File: config.mk
export PLATFORM = sky130hd
export DESIGN_NAME = double_ended_queue_with_search
export DESIGN_NICKNAME = d
export VERILOG_FILES = /design/src/hdl/dqs_pkg.sv /design/src/hdl/dqs_store.sv /design/src/hdl/dqs_ctrl.sv /design/src/hdl/double_ended_queue_with_search.sv
export VERILOG_INCLUDE_DIRS = /design/src /design/src/hdl
export SDC_FILE = /design/constraint.sdc
export NUM_CORES = 1
export LEC_CHECK = 0
export ABC_AREA = 1
export BUFFER_PORTS_ARGS = -buffer_cell sky130_fd_sc_hd__buf_2
export CORE_UTILIZATION = 65
export DETAILED_ROUTE_END_ITERATION = 12
export PLACE_DENSITY = 0.83
export SETUP_SLACK_MARGIN = 0.1
export SYNTH_ARGS = -nofsm -noshare
export SYNTH_HDL_FRONTEND = slang
export SYNTH_SLANG_ARGS = --single-unit
File: constraint.sdc
create_clock -name i_clk -period 10.5 [get_ports i_clk]
set_clock_uncertainty 0.2 [all_clocks]
set_input_delay 1.05 -clock i_clk [delete_from_list [all_inputs] [get_ports i_clk]]
set_output_delay 1.05 -clock i_clk [all_outputs]
set_load 0.01 [all_outputs]
File: src/hdl/double_ended_queue_with_search_macros.svh
// ----------------------------------------------------------------------------
// double_ended_queue_with_search_macros
// Assertion macros used by the deque RTL in dqs_ctrl; empty when SYNTHESIS is set.
// ----------------------------------------------------------------------------
`ifndef DOUBLE_ENDED_QUEUE_WITH_SEARCH_MACROS_SVH
`define DOUBLE_ENDED_QUEUE_WITH_SEARCH_MACROS_SVH

`ifndef SYNTHESIS
// property checked on i_clk, off while reset is low
`define DQS_ASSERT(lbl, prop) \
    lbl: assert property (@(posedge i_clk) disable iff (!i_rst_n) prop) \
        else $error("deque assertion failed");
// property checked on i_clk, reset included
`define DQS_ASSERT_RST(lbl, prop) \
    lbl: assert property (@(posedge i_clk) prop) \
        else $error("deque reset assertion failed");
`else
`define DQS_ASSERT(lbl, prop)
`define DQS_ASSERT_RST(lbl, prop)
`endif

`endif

File: src/hdl/dqs_pkg.sv
// ----------------------------------------------------------------------------
// dqs_pkg
// Types, constants and ring arithmetic for the double-ended queue.
// ----------------------------------------------------------------------------
`default_nettype none

package dqs_pkg;

    localparam int DEPTH  = 16;
    localparam int ADDR_W = $clog2(DEPTH);
    localparam int CNT_W  = $clog2(DEPTH + 1);
    localparam int FUNC_W = 3;
    localparam int DATA_W = 32;
    localparam int STAT_W = 2;
    localparam int OCC_W  = 5;

    typedef logic [FUNC_W-1:0] t_func;

    localparam t_func FN_PUSH_FRONT = 3'd0;
    localparam t_func FN_PUSH_BACK  = 3'd1;
    localparam t_func FN_POP_FRONT  = 3'd2;
    localparam t_func FN_POP_BACK   = 3'd3;
    localparam t_func FN_PEEK_FRONT = 3'd4;
    localparam t_func FN_PEEK_BACK  = 3'd5;
    localparam t_func FN_SEARCH     = 3'd6;

    localparam logic [STAT_W-1:0] ST_OK        = 2'd0;
    localparam logic [STAT_W-1:0] ST_UNDERFLOW = 2'd1;
    localparam logic [STAT_W-1:0] ST_OVERFLOW  = 2'd2;

    typedef struct packed {
        t_func                    func;
        logic signed [DATA_W-1:0] value;
    } t_in;

    typedef struct packed {
        logic [STAT_W-1:0]        status;
        logic signed [DATA_W-1:0] data;
        logic                     found;
        logic [OCC_W-1:0]         occupancy;
    } t_out;

    typedef struct packed {
        logic              we;
        logic [ADDR_W-1:0] waddr;
        logic [DATA_W-1:0] wdata;
        logic [ADDR_W-1:0] raddr;
    } t_mem_req;

    typedef enum logic [2:0] {
        S_IDLE,
        S_DECODE,
        S_RDWAIT,
        S_SCAN,
        S_DONE
    } t_state;

    // base + off modulo DEPTH, valid for base + off < 2*DEPTH
    function automatic logic [ADDR_W-1:0] ring_add(input logic [ADDR_W-1:0] base,
                                                   input logic [CNT_W-1:0]  off);
        logic [CNT_W:0] sum;
        sum = (CNT_W+1)'(base) + (CNT_W+1)'(off);
        if (sum >= (CNT_W+1)'(DEPTH)) begin
            sum = sum - (CNT_W+1)'(DEPTH);
        end
        return sum[ADDR_W-1:0];
    endfunction

endpackage

`default_nettype wire

File: src/hdl/dqs_store.sv
// ----------------------------------------------------------------------------
// dqs_store
// Element ring store: one write port, one registered read port.
// ----------------------------------------------------------------------------
`default_nettype none

module dqs_store
    import dqs_pkg::*;
(
    input  wire logic              i_clk,
    input  wire t_mem_req          i_req,
    output logic [DATA_W-1:0]      o_rdata
);

    logic [DATA_W-1:0] r_mem [DEPTH];
    logic [DATA_W-1:0] r_rdata;

    always_ff @(posedge i_clk) begin
        if (i_req.we) begin
            r_mem[i_req.waddr] <= i_req.wdata;
        end
        r_rdata <= r_mem[i_req.raddr];
    end

    assign o_rdata = r_rdata;

endmodule

`default_nettype wire

File: src/hdl/dqs_ctrl.sv
// ----------------------------------------------------------------------------
// dqs_ctrl
// Operation sequencer: ring pointers, store access and the scan comparator.
// ----------------------------------------------------------------------------
`default_nettype none
`include "double_ended_queue_with_search_macros.svh"

module dqs_ctrl
    import dqs_pkg::*;
(
    input  wire logic              i_clk,
    input  wire logic              i_rst_n,
    input  wire logic              i_in_valid,
    output logic                   o_in_ready,
    input  wire t_in               i_in_data,
    output logic                   o_res_valid,
    input  wire logic              i_res_ready,
    output t_out                   o_res,
    output t_mem_req               o_mem_req,
    input  wire logic [DATA_W-1:0] i_mem_rdata
);

    t_state            r_state, n_state;
    t_func             r_func, n_func;
    logic [DATA_W-1:0] r_value, n_value;
    logic [ADDR_W-1:0] r_front, n_front;
    logic [CNT_W-1:0]  r_count, n_count;
    logic [CNT_W-1:0]  r_idx, n_idx;
    logic [STAT_W-1:0] r_status, n_status;
    logic [DATA_W-1:0] r_data, n_data;
    logic              r_found, n_found;

    always_ff @(posedge i_clk) begin
        if (!i_rst_n) begin
            r_state <= S_IDLE;
            r_front <= '0;
            r_count <= '0;
        end else begin
            r_state <= n_state;
            r_front <= n_front;
            r_count <= n_count;
        end
    end

    always_ff @(posedge i_clk) begin
        r_func   <= n_func;
        r_value  <= n_value;
        r_idx    <= n_idx;
        r_status <= n_status;
        r_data   <= n_data;
        r_found  <= n_found;
    end

    always_comb begin
        n_state   = r_state;
        n_func    = r_func;
        n_value   = r_value;
        n_front   = r_front;
        n_count   = r_count;
        n_idx     = r_idx;
        n_status  = r_status;
        n_data    = r_data;
        n_found   = r_found;
        o_mem_req.we    = 1'b0;
        o_mem_req.waddr = ring_add(r_front, r_count);
        o_mem_req.wdata = r_value;
        o_mem_req.raddr = ring_add(r_front, r_idx + 1'b1);

        case (r_state)
            S_IDLE: begin
                if (i_in_valid) begin
                    n_func  = i_in_data.func;
                    n_value = i_in_data.value;
                    n_state = S_DECODE;
                end
            end
            S_DECODE: begin
                n_status = ST_OK;
                n_data   = '0;
                n_found  = 1'b0;
                n_state  = S_DONE;
                if (r_func inside {FN_PUSH_FRONT, FN_PUSH_BACK}) begin
                    if (r_count >= CNT_W'(DEPTH)) begin
                        n_status = ST_OVERFLOW;
                    end else begin
                        o_mem_req.we = 1'b1;
                        n_count      = r_count + 1'b1;
                        if (r_func == FN_PUSH_FRONT) begin
                            o_mem_req.waddr = ring_add(r_front, CNT_W'(DEPTH - 1));
                            n_front         = ring_add(r_front, CNT_W'(DEPTH - 1));
                        end
                    end
                end else if (r_func inside {FN_POP_FRONT, FN_POP_BACK,
                                            FN_PEEK_FRONT, FN_PEEK_BACK}) begin
                    if (r_count == '0) begin
                        n_status = ST_UNDERFLOW;
                    end else begin
                        n_state = S_RDWAIT;
                        if (r_func inside {FN_POP_FRONT, FN_PEEK_FRONT}) begin
                            o_mem_req.raddr = r_front;
                        end else begin
                            o_mem_req.raddr = ring_add(r_front, r_count - 1'b1);
                        end
                        if (r_func == FN_POP_FRONT) begin
                            n_front = ring_add(r_front, CNT_W'(1));
                        end
                        if (r_func inside {FN_POP_FRONT, FN_POP_BACK}) begin
                            n_count = r_count - 1'b1;
                        end
                    end
                end else if (r_func == FN_SEARCH) begin
                    if (r_count != '0) begin
                        o_mem_req.raddr = r_front;
                        n_idx           = '0;
                        n_state         = S_SCAN;
                    end
                end
            end
            S_RDWAIT: begin
                n_data  = i_mem_rdata;
                n_state = S_DONE;
            end
            S_SCAN: begin
                if (i_mem_rdata == r_value) begin
                    n_found = 1'b1;
                    n_state = S_DONE;
                end else if (r_idx == r_count - 1'b1) begin
                    n_state = S_DONE;
                end else begin
                    n_idx = r_idx + 1'b1;
                end
            end
            S_DONE: begin
                if (i_res_ready) begin
                    n_state = S_IDLE;
                end
            end
            default: begin
                n_state = S_IDLE;
            end
        endcase
    end

    assign o_in_ready      = (r_state == S_IDLE);
    assign o_res_valid     = (r_state == S_DONE);
    assign o_res.status    = r_status;
    assign o_res.data      = r_data;
    assign o_res.found     = r_found;
    assign o_res.occupancy = OCC_W'(r_count);

    `DQS_ASSERT(a_count_bound, r_count <= CNT_W'(DEPTH))
    `DQS_ASSERT(a_scan_idx, (r_state == S_SCAN) |-> (r_idx < r_count))
    `DQS_ASSERT(a_push_grows, (r_state == S_DECODE && (r_func == FN_PUSH_FRONT || r_func == FN_PUSH_BACK) && r_count < CNT_W'(DEPTH)) |=> (r_count == $past(r_count) + 1'b1))
    `DQS_ASSERT(a_done_holds, (r_state == S_DONE && !i_res_ready) |=> (r_state == S_DONE && $stable(r_status) && $stable(r_count)))
    `DQS_ASSERT_RST(a_reset_idle, !i_rst_n |=> (r_state == S_IDLE && r_count == '0))

endmodule

`default_nettype wire

File: src/hdl/double_ended_queue_with_search.sv
// Flow: push and failed ops go from decode to done, as does search on an empty queue;
//   pop/peek pass a read-wait state; search scans from the front to a match or the end.
// A new beat is taken only while idle, after the previous reply has left the sequencer;
//   the scan compares one stored entry per cycle through the single read port.
// Reset (synchronous, i_rst_n low): queue empty, front at 0, no output pending.
// ----------------------------------------------------------------------------
// double_ended_queue_with_search
// Bounded deque with push/pop/peek at both ends and a linear value search.
// ----------------------------------------------------------------------------
`default_nettype none

module double_ended_queue_with_search
    import dqs_pkg::*;
(
    input  wire logic i_clk,
    input  wire logic i_rst_n,
    input  wire logic i_in_valid,
    output logic      o_in_ready,
    input  wire t_in  i_in_data,
    output logic      o_out_valid,
    input  wire logic i_out_ready,
    output t_out      o_out_data
);

    logic              res_valid;
    logic              res_ready;
    t_out              res;
    t_mem_req          mem_req;
    logic [DATA_W-1:0] mem_rdata;
    logic              r_out_valid;
    t_out              r_out;

    dqs_ctrl u_ctrl (
        .i_clk       (i_clk),
        .i_rst_n     (i_rst_n),
        .i_in_valid  (i_in_valid),
        .o_in_ready  (o_in_ready),
        .i_in_data   (i_in_data),
        .o_res_valid (res_valid),
        .i_res_ready (res_ready),
        .o_res       (res),
        .o_mem_req   (mem_req),
        .i_mem_rdata (mem_rdata)
    );

    dqs_store u_store (
        .i_clk   (i_clk),
        .i_req   (mem_req),
        .o_rdata (mem_rdata)
    );

    assign res_ready = !r_out_valid || i_out_ready;

    always_ff @(posedge i_clk) begin
        if (!i_rst_n) begin
            r_out_valid <= 1'b0;
        end else if (res_valid && res_ready) begin
            r_out_valid <= 1'b1;
        end else if (i_out_ready) begin
            r_out_valid <= 1'b0;
        end
    end

    always_ff @(posedge i_clk) begin
        if (res_valid && res_ready) begin
            r_out <= res;
        end
    end

    assign o_out_valid = r_out_valid;
    assign o_out_data  = r_out;

endmodule

`default_nettype wire

==> run_results.csv <==
group,metric,value,unit
timing,hold_viol_final,0,
die,ios,81,
yosys,synth-edff-count,627,
yosys,syn_inst,2637,
placement,gp_congestion,0.888,
global_route,grt_pass1_wl,103,mm
yosys,syn_area,28800,um^2
power_and_ir_drop,cellPowerDensity,196,nW/um^2
timing,finalCritPeriodShare,46.4,%
layout,syn2layout_area_growth,10.1,%
timing,hold_ws,0.211,ns
die,die_w,212,um
placement,portBuffers,80,
placement,placedInstanceArea,29600,um^2
layout,stdcell_count,3314,
worst_setup_path,reg2reg_slack,5.62,ns
timing,tns,0,ns
clocking,postCtsSetupBuffers,0,
die,die-area,45100,um^2
clocking,clk_pin_slew,0.06,ns
yosys,synth_top_family_by_area,"simple AND/OR/NAND/NOR gates",
power_and_ir_drop,ir_drop,163,uV
yosys,synth_mux_area_share,0.0391,%
clocking,cts_buffer_depth,3,
timing,fmax,205,MHz
worst_setup_path,cp.required,10.78,ns
yosys,synth_commonest_cells,"nand3_1, edfxtp_1, nand2_1",
timing,maxSlewViolCount,0,
placement,dp_hpwl,34.2,mm
clocking,cts.sinks,672,
placement,post-place-ws,5.77,ns
yosys,async_flop_share,0,%
layout,final_area,31700,um^2
yosys,yosysUniqueCellTypes,36,
die,coreArea,43400,um^2
drt,wirelength,67.8,mm
worst_setup_path,endpoint_kind,"flop",
drt,drtIter0Drc,2590,
power_and_ir_drop,power_leakage,13.0,nW
global_route,grt_overflow_total,0,
layout,fin_nets,2735,
worst_setup_path,crit_type,"flop to flop",
clocking,htreeDepth,3,
clocking,cts_tree,"yes",
drt,ant_nets,0,
yosys,yosys.area_share.xor_xnor,1.16,%
worst_setup_path,cp-start-kind,"flop",
die,start_util,66.4,%
worst_setup_path,cp_max_fo,147,
layout,num_antenna_cells,0,
yosys,synth_compound_area_share,0.974,%
drt,vias_per_cell,5.92,
yosys,ys_seq_area_share,68.5,%
worst_setup_path,arrival,5.16,ns
yosys,synthSimpleGateAreaFrac,20.2,%
yosys,synth_top_cell_area_share,65.4,%
global_route,grt_max_degree,234,
timing,setup_slack,5.62,ns
die,die_y,212,um
timing,finalSetupViolCount,0,
drt,drc,0,
clocking,cts_made_buffers,66,
yosys,ys_warn_count,0,
global_route,antenna_found_initial,1,
layout,n_fill_cell,2779,
yosys,syn-mean-instance-area,10.9,um^2
yosys,yosys.area.top_type,"edfxtp_1",
min_path,hp-class,"flop to flop",
job,cap_violations,0,
run_status,status,"completed",
yosys,synth-seq-cells,672,
clocking,ctsRootBufferMaster,"clkbuf_16",
clocking,worstSkewPairLatency,0.60,ns
yosys,syn_nets,2693,
yosys,synth_flop_cell,"edfxtp_1",
drt,vias,19628,
yosys,synth_most_common_cell,"nand3_1",
global_route,grt_use_total,30.7,%
timing,maxSlewHeadroom,18.9,%
drt,first_pass_iters,5,
drt,wl_per_cell,20.4,um
yosys,synthAdderAreaFrac,0.817,%
layout,layout-drive-gt1-share,9.27,%
placement,dpl.cell_count,3196,
timing,worstMarginPinSlew,1.22,ns
yosys,synth_area_leaders,"edfxtp_1, nand3_1, nand2_1",
die,num_rows,76,
clocking,post_cts_resize_count,0,
timing,rsz0062_at_grt,"false",
clocking,cts_hold_buf,0,
global_route,grt_pass1_vias,18975,
timing,finalCriticalPeriod,4.88,ns
where the power goes:
part	internal, mW	total [mW]	switching [mW]	leakage (nW)
combinational	0.225	0.743	0.519	5.96
clock	1.30	2.26	0.960	1.01
sequential	3.09	3.20	0.113	6.06
cells by family (layout without fill, tap and decap cells):
| kind of cell | Yosys count | count (layout) |
|---|---|---|
| multiplexers | 1 | 1 |
| XOR/XNOR | 38 | 38 |
| buffers and inverters | 578 | 670 |
| flip-flops | 672 | 672 |
| AO/OA/AOI/OAI | 50 | 50 |
| AND/OR/NAND/NOR | 1281 | 1281 |
| adder cells (fa/ha/maj) | 17 | 17 |
metal layers:
| layer | up-vias | track usage, % | wire length, um |
|---|---|---|---|
| li1 | 8879 | - | - |
| met1 | 9311 | 39.3 | 24500 |
| met2 | 1199 | 50.7 | 33300 |
| met3 | 237 | 5.16 | 6690 |
| met4 | 2 | 16.1 | 3310 |
| met5 | - | 0 | 7 |
sequential cells by signal (all words and copies together) (netlist names):
signal,count
u_ctrl.r_found,1
u_ctrl.r_value,32
u_store.r_mem,512
u_ctrl.r_front,4
u_ctrl.r_idx,5
u_ctrl.r_data,32
u_ctrl.r_state,3
u_ctrl.r_count,5
o_out_data,40
u_ctrl.r_status,2
o_out_valid,1
u_store.o_rdata,32
u_ctrl.r_func,3
worst max-delay path, stage by stage (launching register included):
cell and delay (ns):
dfxtp_1 0.43, inv_1 0.16, ha_1 0.32, nand3_4 0.16, nand2_1 0.11, o21ai_2 0.25
nand2_8 0.44, nand2_8 0.94, buf_4 1.03, nand2_1 0.18, nand3_1 0.13, nand3_1 0.12
nand3_1 0.12, nand2_1 0.07
final timing paths:
path / start / end / depth (start not counted)
max: u_ctrl.r_count[0] / u_store.o_rdata[22] / 13
min reg2reg: u_ctrl.r_data[18] / o_out_data[24] / 0
min: u_ctrl.r_data[18] / o_out_data[24] / 0
max reg2reg: u_ctrl.r_count[0] / u_store.o_rdata[22] / 13
through the flow:
stage                     power, mW  utilization (%)
final                          6.21             73.1
after global routing           6.41             73.1
after CTS                      6.22             73.1
after detailed placement       3.98             68.4
after global placement         3.94             68.4
after floorplan                3.75                -
cell type report:
class / count / area, um^2 / share of cell area (%)
Tap cell: 585 / 732 / 2.31
Sequential cell: 672 / 19700 / 62.2
Timing Repair Buffer: 112 / 653 / 2.06
Clock buffer: 90 / 1800 / 5.69
Multi-Input combinational cell: 1387 / 6880 / 21.7
Clock inverter: 28 / 244 / 0.770
Inverter: 440 / 1650 / 5.21
placed cells by master, fill, tap and decap left out, types with 2 or more instances in the layout:
cell type  count
nand3_1      632
nor2_1        67
or2_2          7
nor2_4        20
clkinv_1       9
fa_1           3
clkbuf_16     68
xor2_1         9
o21ai_0       19
clkbuf_1      20
o21a_1         3
nand2_4        2
nand2_1      500
a31oi_1        2
buf_2         80
ha_1          14
a21oi_4        2
edfxtp_1     627
clkbuf_8       2
nand2_2        3
nand4_1        4
nand3b_1      32
buf_4         31
nand3_2        3
inv_2          8
nand2_8        2
dfxtp_1       45
a21oi_1       20
inv_1        431
bufinv_16      4
xnor2_1       29
clkinv_2      14
nor3_1         6
Power figures use the tool's default switching activity.
